===== src/hw/rtl/gppr_pkg.sv =====
// ----------------------------------------------------------------------------
// Game pad poll package
// Shared codes, constants, the report type and the button and hat remap
// functions for the game pad poll and report block.
// ----------------------------------------------------------------------------
package gppr_pkg;

    // Request codes on the input channel.
    typedef enum logic {
        OP_START = 1'b0,
        OP_RX    = 1'b1
    } t_op;

    // Result kinds on the output channel.
    typedef enum logic {
        KIND_SEND   = 1'b0,
        KIND_REPORT = 1'b1
    } t_kind;

    // Configuration register indexes.
    typedef enum logic {
        CFG_DEAD_LOW  = 1'b0,
        CFG_DEAD_HIGH = 1'b1
    } t_cfg_idx;

    localparam logic [7:0] DEAD_RESET    = 8'd10;
    localparam logic [7:0] ID_DIGITAL    = 8'h41;
    localparam logic [7:0] ID_ANALOG     = 8'h73;
    localparam logic [7:0] TX_FIRST      = 8'h01;
    localparam logic [7:0] TX_POLL       = 8'h42;
    localparam logic [7:0] AXIS_CENTER   = 8'h7F;
    localparam logic [7:0] AXIS_NONE     = 8'h80;
    localparam logic [7:0] HAT_NEUTRAL   = 8'h88;
    localparam logic [7:0] COMBO_LIMIT   = 8'd200;
    localparam logic [7:0] COMBO_LATCHED = 8'd222;
    localparam logic [7:0] DIR_MASK      = 8'hF0;
    localparam int         FRAME_DEPTH   = 6;

    // Byte positions within one poll; 0 means no poll is running.
    localparam logic [3:0] IDX_IDLE      = 4'd0;
    localparam logic [3:0] IDX_FIRST     = 4'd1;
    localparam logic [3:0] IDX_ID        = 4'd2;
    localparam logic [3:0] IDX_SKIP      = 4'd3;
    localparam logic [3:0] IDX_BIG       = 4'd4;
    localparam logic [3:0] IDX_LAST      = 4'd9;

    // One finished report.
    typedef struct packed {
        logic [7:0] hat_value;
        logic [7:0] right_x;
        logic [7:0] right_y;
        logic [7:0] left_x;
        logic [7:0] left_y;
        logic [7:0] buttons_first;
        logic [7:0] buttons_second;
    } t_report;

    localparam t_report REPORT_ZERO = '0;

    // Hat byte from the pressed-high first button byte.
    function automatic logic [7:0] hat_of(input logic [7:0] t1);
        logic [7:0] h;
        if (t1[4]) begin
            h = 8'h00;
        end else if (t1[6]) begin
            h = 8'hF0;
        end else begin
            h = 8'h80;
        end
        if (t1[5]) begin
            h = h + 8'h0F;
        end else if (!t1[7]) begin
            h = h + 8'h08;
        end
        return h;
    endfunction

    function automatic logic [7:0] btn_first(input logic [7:0] t1, input logic [7:0] t2);
        return {t2[5:0], t1[3], t1[0]};
    endfunction

    function automatic logic [7:0] btn_second(input logic [7:0] t1, input logic [7:0] t2);
        return {4'b0000, t1[2:1], t2[7:6]};
    endfunction

endpackage


===== src/hw/rtl/game_pad_poll_and_report.sv =====
// ----------------------------------------------------------------------------
// Game pad poll and report
// Sequences one serial pad poll byte by byte and emits the finished report.
// ----------------------------------------------------------------------------
// Usage: each input request is either a poll start (carrying the two rumble
// motor levels) or a byte just received from the pad. A start, and each
// received byte of a running poll, produces one result: the next byte to
// send, or the finished report after the last byte (or right after an
// unsupported pad ID). A received byte while no poll runs produces nothing.
// Both channels use valid and stall. An accepted request is registered in the
// input register; its result moves on to the output register once that is
// free. While the receiver does not stall, one request is taken every cycle;
// the single input register and single output register set that rate. When
// the receiver stalls, the result holds in the output register and the input
// register fills; after that the input stall rises until the result is taken.
// Reset clears the poll state, the combo counter and both valid flags, and sets
// both dead zone edges to 10. The user must write the dead zone registers through
// the configuration port only while no request is in flight; it is not enforced.
// ----------------------------------------------------------------------------
module game_pad_poll_and_report
    import gppr_pkg::*;
(
    input  logic       i_clk,
    input  logic       i_rst_n,
    // Configuration port
    input  logic       i_cfg_we,
    input  logic       i_cfg_addr,
    input  logic [7:0] i_cfg_data,
    // Input channel
    input  logic       i_in_valid,
    output logic       o_in_stall,
    input  logic       i_operation,
    input  logic       i_small_motor,
    input  logic [7:0] i_big_motor,
    input  logic [7:0] i_rx_byte,
    // Output channel
    output logic       o_out_valid,
    input  logic       i_out_stall,
    output logic       o_result_kind,
    output logic [7:0] o_tx_byte,
    output logic [7:0] o_hat_value,
    output logic [7:0] o_right_x,
    output logic [7:0] o_right_y,
    output logic [7:0] o_left_x,
    output logic [7:0] o_left_y,
    output logic [7:0] o_buttons_first,
    output logic [7:0] o_buttons_second
);

    // Configuration registers
    logic [7:0] r_dead_low;
    logic [7:0] r_dead_high;

    // Input register
    logic       r_s1_vld;
    logic       r_s1_op;
    logic       r_s1_small;
    logic [7:0] r_s1_big;
    logic [7:0] r_s1_rx;

    // Poll state
    logic [3:0] r_byte_index;
    logic [7:0] r_pad_kind;
    logic       r_small_motor;
    logic [7:0] r_big_motor;
    logic [7:0] r_frame [FRAME_DEPTH];
    logic [7:0] r_combo_count;

    // Output register
    logic       r_out_vld;
    logic       r_out_kind;
    logic [7:0] r_out_tx;
    t_report    r_out_rep;

    // Step logic
    logic       in_take;
    logic       s2_go;
    logic [3:0] n_byte_index;
    logic [7:0] n_pad_kind;
    logic       n_res_vld;
    t_kind      n_res_kind;
    logic [7:0] n_res_tx;
    logic       rep_build;
    logic       combo_upd;
    logic [7:0] rep_pad_kind;
    logic [7:0] rep_frame [FRAME_DEPTH];
    t_report    rep;
    logic [7:0] rep_combo;

    // Handshakes: the input register moves on when the output register is free.
    assign s2_go      = r_s1_vld && (!r_out_vld || !i_out_stall);
    assign o_in_stall = r_s1_vld && !s2_go;
    assign in_take    = i_in_valid && !o_in_stall;

    // Configuration writes.
    always_ff @(posedge i_clk) begin
        if (!i_rst_n) begin
            r_dead_low  <= DEAD_RESET;
            r_dead_high <= DEAD_RESET;
        end else if (i_cfg_we) begin
            unique case (t_cfg_idx'(i_cfg_addr))
                CFG_DEAD_LOW:  r_dead_low  <= i_cfg_data;
                CFG_DEAD_HIGH: r_dead_high <= i_cfg_data;
                default:       r_dead_low  <= r_dead_low;
            endcase
        end
    end

    // Input register.
    always_ff @(posedge i_clk) begin
        if (!i_rst_n) begin
            r_s1_vld <= 1'b0;
        end else if (in_take) begin
            r_s1_vld <= 1'b1;
        end else if (s2_go) begin
            r_s1_vld <= 1'b0;
        end
    end

    always_ff @(posedge i_clk) begin
        if (in_take) begin
            r_s1_op    <= i_operation;
            r_s1_small <= i_small_motor;
            r_s1_big   <= i_big_motor;
            r_s1_rx    <= i_rx_byte;
        end
    end

    // The report sees the last frame byte straight from the current request.
    always_comb begin
        for (int i = 0; i < FRAME_DEPTH - 1; i++) begin
            rep_frame[i] = r_frame[i];
        end
        rep_frame[FRAME_DEPTH-1] = r_s1_rx;
    end

    assign rep_pad_kind = (r_byte_index == IDX_ID) ? r_s1_rx : r_pad_kind;

    gppr_report u_report (
        .i_pad_kind    (rep_pad_kind),
        .i_frame       (rep_frame),
        .i_combo_count (r_combo_count),
        .i_dead_low    (r_dead_low),
        .i_dead_high   (r_dead_high),
        .o_report      (rep),
        .o_combo_count (rep_combo)
    );

    // Next byte, next position and result for the request in the input register.
    always_comb begin
        n_byte_index = r_byte_index;
        n_pad_kind   = r_pad_kind;
        n_res_vld    = 1'b0;
        n_res_kind   = KIND_SEND;
        n_res_tx     = 8'h00;
        rep_build    = 1'b0;
        if (t_op'(r_s1_op) == OP_START) begin
            n_byte_index = IDX_FIRST;
            n_res_vld    = 1'b1;
            n_res_tx     = TX_FIRST;
        end else if (r_byte_index == IDX_IDLE || r_byte_index > IDX_LAST) begin
            n_byte_index = IDX_IDLE;
        end else if (r_byte_index == IDX_FIRST) begin
            n_byte_index = IDX_ID;
            n_res_vld    = 1'b1;
            n_res_tx     = TX_POLL;
        end else if (r_byte_index == IDX_ID) begin
            n_pad_kind = r_s1_rx;
            n_res_vld  = 1'b1;
            if (r_s1_rx == ID_DIGITAL || r_s1_rx == ID_ANALOG) begin
                n_byte_index = IDX_SKIP;
            end else begin
                n_byte_index = IDX_IDLE;
                n_res_kind   = KIND_REPORT;
                rep_build    = 1'b1;
            end
        end else if (r_byte_index == IDX_LAST) begin
            n_byte_index = IDX_IDLE;
            n_res_vld    = 1'b1;
            n_res_kind   = KIND_REPORT;
            rep_build    = 1'b1;
        end else begin
            n_byte_index = r_byte_index + 4'd1;
            n_res_vld    = 1'b1;
            if (r_pad_kind == ID_ANALOG && r_byte_index == IDX_SKIP) begin
                n_res_tx = {7'd0, r_small_motor};
            end else if (r_pad_kind == ID_ANALOG && r_byte_index == IDX_BIG) begin
                n_res_tx = r_big_motor;
            end
        end
    end

    assign combo_upd = s2_go && rep_build;

    // Poll state registers.
    always_ff @(posedge i_clk) begin
        if (!i_rst_n) begin
            r_byte_index  <= IDX_IDLE;
            r_pad_kind    <= 8'h00;
            r_small_motor <= 1'b0;
            r_big_motor   <= 8'h00;
            r_combo_count <= 8'h00;
        end else if (s2_go) begin
            r_byte_index <= n_byte_index;
            r_pad_kind   <= n_pad_kind;
            if (t_op'(r_s1_op) == OP_START) begin
                r_small_motor <= r_s1_small;
                r_big_motor   <= r_s1_big;
            end
            if (combo_upd) begin
                r_combo_count <= rep_combo;
            end
        end
    end

    // Frame bytes: the byte received for position k lands in entry k - 4.
    always_ff @(posedge i_clk) begin
        if (s2_go && t_op'(r_s1_op) == OP_RX) begin
            for (int i = 0; i < FRAME_DEPTH; i++) begin
                if (r_byte_index == IDX_BIG + 4'(i)) begin
                    r_frame[i] <= r_s1_rx;
                end
            end
        end
    end

    // Output register.
    always_ff @(posedge i_clk) begin
        if (!i_rst_n) begin
            r_out_vld <= 1'b0;
        end else if (s2_go) begin
            r_out_vld <= n_res_vld;
        end else if (!i_out_stall) begin
            r_out_vld <= 1'b0;
        end
    end

    always_ff @(posedge i_clk) begin
        if (s2_go && n_res_vld) begin
            r_out_kind <= n_res_kind;
            r_out_tx   <= n_res_tx;
            r_out_rep  <= rep_build ? rep : REPORT_ZERO;
        end
    end

    assign o_out_valid      = r_out_vld;
    assign o_result_kind    = r_out_kind;
    assign o_tx_byte        = r_out_tx;
    assign o_hat_value      = r_out_rep.hat_value;
    assign o_right_x        = r_out_rep.right_x;
    assign o_right_y        = r_out_rep.right_y;
    assign o_left_x         = r_out_rep.left_x;
    assign o_left_y         = r_out_rep.left_y;
    assign o_buttons_first  = r_out_rep.buttons_first;
    assign o_buttons_second = r_out_rep.buttons_second;

endmodule


===== src/hw/rtl/gppr_report.sv =====
// ----------------------------------------------------------------------------
// Game pad report builder
// Turns the received frame bytes of one poll into a report: hat, dead-zoned
// axes, remapped buttons, and the dance mode combo counter update.
// ----------------------------------------------------------------------------
module gppr_report
    import gppr_pkg::*;
(
    input  logic [7:0] i_pad_kind,
    input  logic [7:0] i_frame [FRAME_DEPTH],
    input  logic [7:0] i_combo_count,
    input  logic [7:0] i_dead_low,
    input  logic [7:0] i_dead_high,
    output t_report    o_report,
    output logic [7:0] o_combo_count
);

    logic [7:0] t1;
    logic [7:0] t2;
    logic       combo_latched;
    logic       combo_held;
    logic [7:0] combo_base;

    // Axis dead zone: values strictly inside the window read as center.
    function automatic logic [7:0] dz(input logic [7:0] v, input logic [7:0] lo,
                                      input logic [7:0] hi);
        return (v > lo && v < hi) ? AXIS_CENTER : v;
    endfunction

    // Buttons arrive active low.
    assign t1 = ~i_frame[0];
    assign t2 = ~i_frame[1];

    // Dance mode combo tracking.
    assign combo_latched = (i_combo_count >= COMBO_LIMIT);
    assign combo_held    = t1[0] & t1[3] & t1[4];
    assign combo_base    = combo_latched ? COMBO_LATCHED : i_combo_count;

    // Report fields by pad type.
    always_comb begin
        o_report      = REPORT_ZERO;
        o_combo_count = i_combo_count;
        if (i_pad_kind == ID_DIGITAL) begin
            o_report.hat_value      = combo_latched ? HAT_NEUTRAL : hat_of(t1);
            o_report.right_x        = AXIS_NONE;
            o_report.right_y        = AXIS_NONE;
            o_report.left_x         = AXIS_NONE;
            o_report.left_y         = AXIS_NONE;
            o_report.buttons_first  = btn_first(t1, t2);
            o_report.buttons_second = btn_second(t1, t2)
                                    | (combo_latched ? (t1 & DIR_MASK) : 8'h00);
            o_combo_count           = combo_base + {7'd0, combo_held};
        end else if (i_pad_kind == ID_ANALOG) begin
            o_report.hat_value      = hat_of(t1);
            o_report.right_x        = dz(i_frame[2], i_dead_low, i_dead_high);
            o_report.right_y        = dz(i_frame[3], i_dead_low, i_dead_high);
            o_report.left_x         = dz(i_frame[4], i_dead_low, i_dead_high);
            o_report.left_y         = dz(i_frame[5], i_dead_low, i_dead_high);
            o_report.buttons_first  = btn_first(t1, t2);
            o_report.buttons_second = btn_second(t1, t2);
        end else begin
            o_report.hat_value      = HAT_NEUTRAL;
            o_report.right_x        = AXIS_NONE;
            o_report.right_y        = AXIS_NONE;
            o_report.left_x         = AXIS_NONE;
            o_report.left_y         = AXIS_NONE;
        end
    end

endmodule


===== config.mk =====
export PLATFORM = sky130hd
export DESIGN_NAME = game_pad_poll_and_report
export DESIGN_NICKNAME = d
export VERILOG_FILES = /design/src/hw/rtl/gppr_pkg.sv /design/src/hw/rtl/game_pad_poll_and_report.sv /design/src/hw/rtl/gppr_report.sv
export SDC_FILE = /design/constraint.sdc
export NUM_CORES = 1
export LEC_CHECK = 0
export BUFFER_PORTS_ARGS = -buffer_cell sky130_fd_sc_hd__buf_4
export CAP_MARGIN = 20
export CORE_MARGIN = 4
export CORE_UTILIZATION = 52
export DETAILED_ROUTE_END_ITERATION = 10
export MAX_ROUTING_LAYER = met4
export PLACE_DENSITY = 0.76
export SLEW_MARGIN = 20
export SYNTH_ARGS = -nofsm -noshare
export SYNTH_HDL_FRONTEND = slang
export SYNTH_SLANG_ARGS = --single-unit

===== constraint.sdc =====
create_clock -name i_clk -period 4.85 [get_ports i_clk]
set_clock_uncertainty 0.2 [all_clocks]
set_input_delay 0.7275 -clock i_clk [delete_from_list [all_inputs] [get_ports i_clk]]
set_output_delay 0.7275 -clock i_clk [all_outputs]
set_load 0.02 [all_outputs]

==> out/results.ini <==
[worst_setup_path]
worst-path-max-fanout = 10
critPathLaunchType = flip-flop
worstSetupPathType = flip-flop to flip-flop
critPathRequiredTime_ns = 4.83
crit_arrival_ns = 2.92
ff2ff_setup_slack_ns = 1.91
cp-end-kind = flip-flop

[drt]
highest_layer = met4
first_iter_violations = 413
via_count = 5565
viasPerCell = 5.82
routed_wl_um = 17900
drt_pass1_iterations = 7
wl_met3_um = 1420
antenna_left = 0
drc = 0
wl_met1_um = 7640
routedWlPerCell_um = 18.7
wl_met2_um = 8330

[layout]
multiInputGateArea_mm2 = 0.00292
insertedDiodeCount = 0
fin_util_pct = 63.5
nNetsFinal = 854
seq_area_mm2 = 0.00451
fill_cells = 1117
areaGrowthSynthToFinish_pct = 19.9
drive_above_1_share_pct = 18.6

[cts]
clk_pin_slew_ns = 0.07
cts_buffers = 17
postCtsHoldBufs = 0
cts_setup_buffers = 0
clock-sinks = 166
clkLatencyLatePin_ns = 0.43
cts_tree = done
root_buffer = clkbuf_16
cts_buffer_depth = 2
cts.repair.resized = 0
cts_max_level = 4

[synthesis]
async_flop_share_pct = 0
synthFlopType = edfxtp_1
synthCells = 667
ys_ff_latch = 166
synth_enable_flop_cells = 119
netlist_area_mm2 = 0.00769
synthesis.nets = 761
yosysUniqueCellTypes = 46
synth_area_per_cell_um2 = 11.5
ys_warn_count = 0
synth.yosys.seq_area_share_pct = 58.7

[power_and_ir_drop]
p_leak_nw = 3.70
powerDensity_mw_per_mm2 = 351
max-vdd-ir-drop_v = 0.000227
p_total_mw = 3.24

[global_route]
antenna_found_initial = 0
grt_first_pass_wirelength_um = 28600
track_usage_pct = 22.8
grt_max_degree = 54
overflow = 0
grt_pass1_vias = 5531

[timing]
fin_crit_sh_pct = 60.6
clock.fmax_mhz = 340
finalSetupViolCount = 0
worst_pin_slew_ns = 0.831
fin_crit_ns = 2.94
slew_viol_final = 0
slew_headroom_pct = 44.4
grt_setup_unrepaired = no
tns_ns = 0
finalHoldViolCount = 0

[place]
dp_hpwl_um = 12700
port_buffers = 98
routabilityCongestion = 0.906

[floorplan]
die_w_um = 130
io_pins = 99
start_util_pct = 52.9
fp.coreArea_mm2 = 0.0145
die_area_mm2 = 0.0168
rows = 44
die_h_um = 130

[run_status]
outcome = finished clean

[min_path]
hold_class = flip-flop to flip-flop

[run]
maxCapViolCount = 0

registers in the layout, summed over array words and instances (netlist names), 4 cells and up:
name	count
o_right_x	8
r_pad_kind	8
o_tx_byte	8
r_combo_count	8
o_buttons_second	8
r_s1_big	8
r_frame	40
o_right_y	8
r_big_motor	8
r_byte_index	4
r_dead_low	8
r_s1_rx	8
r_dead_high	8
o_hat_value	4
o_buttons_first	8
o_left_y	8
o_left_x	8
cells by family (layout without fill, tap and decap cells):
family	after synthesis	count (layout)	synth area share, %
AND/OR/NAND/NOR	197	197	13.1
buffers and inverters	72	178	3.77
flip-flops	166	166	58.7
AO/OA/AOI/OAI	167	167	14.0
adder cells (fa/ha/maj)	62	62	10.1
multiplexers	3	3	0.390
critical path: stages, from the launching register on:
cell,delay (ns)
edfxtp_1,0.57
nor3_1,0.33
nand2b_1,0.19
a21boi_0,0.16
o21ai_0,0.63
inv_1,0.30
a31o_2,0.31
cell usage in the layout, fill, tap and decap left out, types with 13 or more instances in the layout:
cell type / instances
a21boi_0: 24
a21o_1: 24
a21oi_1: 56
buf_4: 101
clkbuf_16: 17
dfxtp_1: 47
edfxtp_1: 119
ha_1: 62
inv_1: 45
nand2_1: 56
nand4_1: 18
nor2_1: 39
nor2b_1: 17
nor3_1: 13
o21ai_0: 24
cell type report:
| class | instances | area share [%] |
|---|---|---|
| Sequential cell | 166 | 48.9 |
| Multi-Input combinational cell | 429 | 31.7 |
| Timing Repair Buffer | 101 | 8.22 |
| Clock buffer | 19 | 4.69 |
| Tap cell | 184 | 2.50 |
| Clock inverter | 13 | 2.12 |
| Inverter | 45 | 1.83 |
worst paths after layout:
| kind | to | startpoint | cells past startpoint |
|---|---|---|---|
| worst max register to register | o_right_y[7] | r_s1_rx[4] | 6 |
| worst max-delay path | o_right_y[7] | r_s1_rx[4] | 6 |
| worst min register to register | r_combo_count[0] | r_combo_count[0] | 2 |
| worst min-delay path | r_combo_count[0] | r_combo_count[0] | 2 |
Yosys cell counts, drive strengths merged, types with 13 or more instances:
| cell | instances | share of area (%) |
|---|---|---|
| a21boi | 24 | 2.3 |
| a21o | 24 | 2.3 |
| a21oi | 57 | 3.7 |
| clkbuf | 20 | 0.99 |
| dfxtp | 47 | 12 |
| edfxtp | 119 | 46 |
| ha | 62 | 10 |
| inv | 45 | 2.2 |
| nand2 | 56 | 2.7 |
| nand3 | 13 | 0.85 |
| nand4 | 18 | 1.5 |
| nor2 | 39 | 1.9 |
| nor2b | 17 | 1.4 |
| nor3 | 14 | 0.91 |
| o21ai | 25 | 1.7 |
through the flow:
| step | setup WS, ns | hold slack [ns] | cell area, um2 | cells |
|---|---|---|---|---|
| 2_1_floorplan | 0.224 | 0.231 | 7690 | 667 |
| 3_3_place_gp | 1.89 | 0.246 | 8570 | 925 |
| 3_5_place_dp | 1.75 | 0.249 | 8570 | 925 |
| 4_1_cts | 1.71 | 0.258 | 9200 | 957 |
| 5_1_grt | 1.67 | 0.264 | 9220 | 957 |
| 6_report | 1.91 | 0.254 | 9220 | 957 |
per-layer routing:
layer  up-vias  global-route usage [%]
met1      2626                    29.7
met5         -                       -
met4         0                    9.23
met2       245                    34.8
li1       2645                       -
met3        49                    5.07
power by group:
| group | internal, mW | switching, mW | total (mW) |
|---|---|---|---|
| clock network | 0.872 | 0.564 | 1.44 |
| logic | 0.0880 | 0.127 | 0.215 |
| registers | 1.55 | 0.0303 | 1.58 |
(Power assumes the default switching activity.)
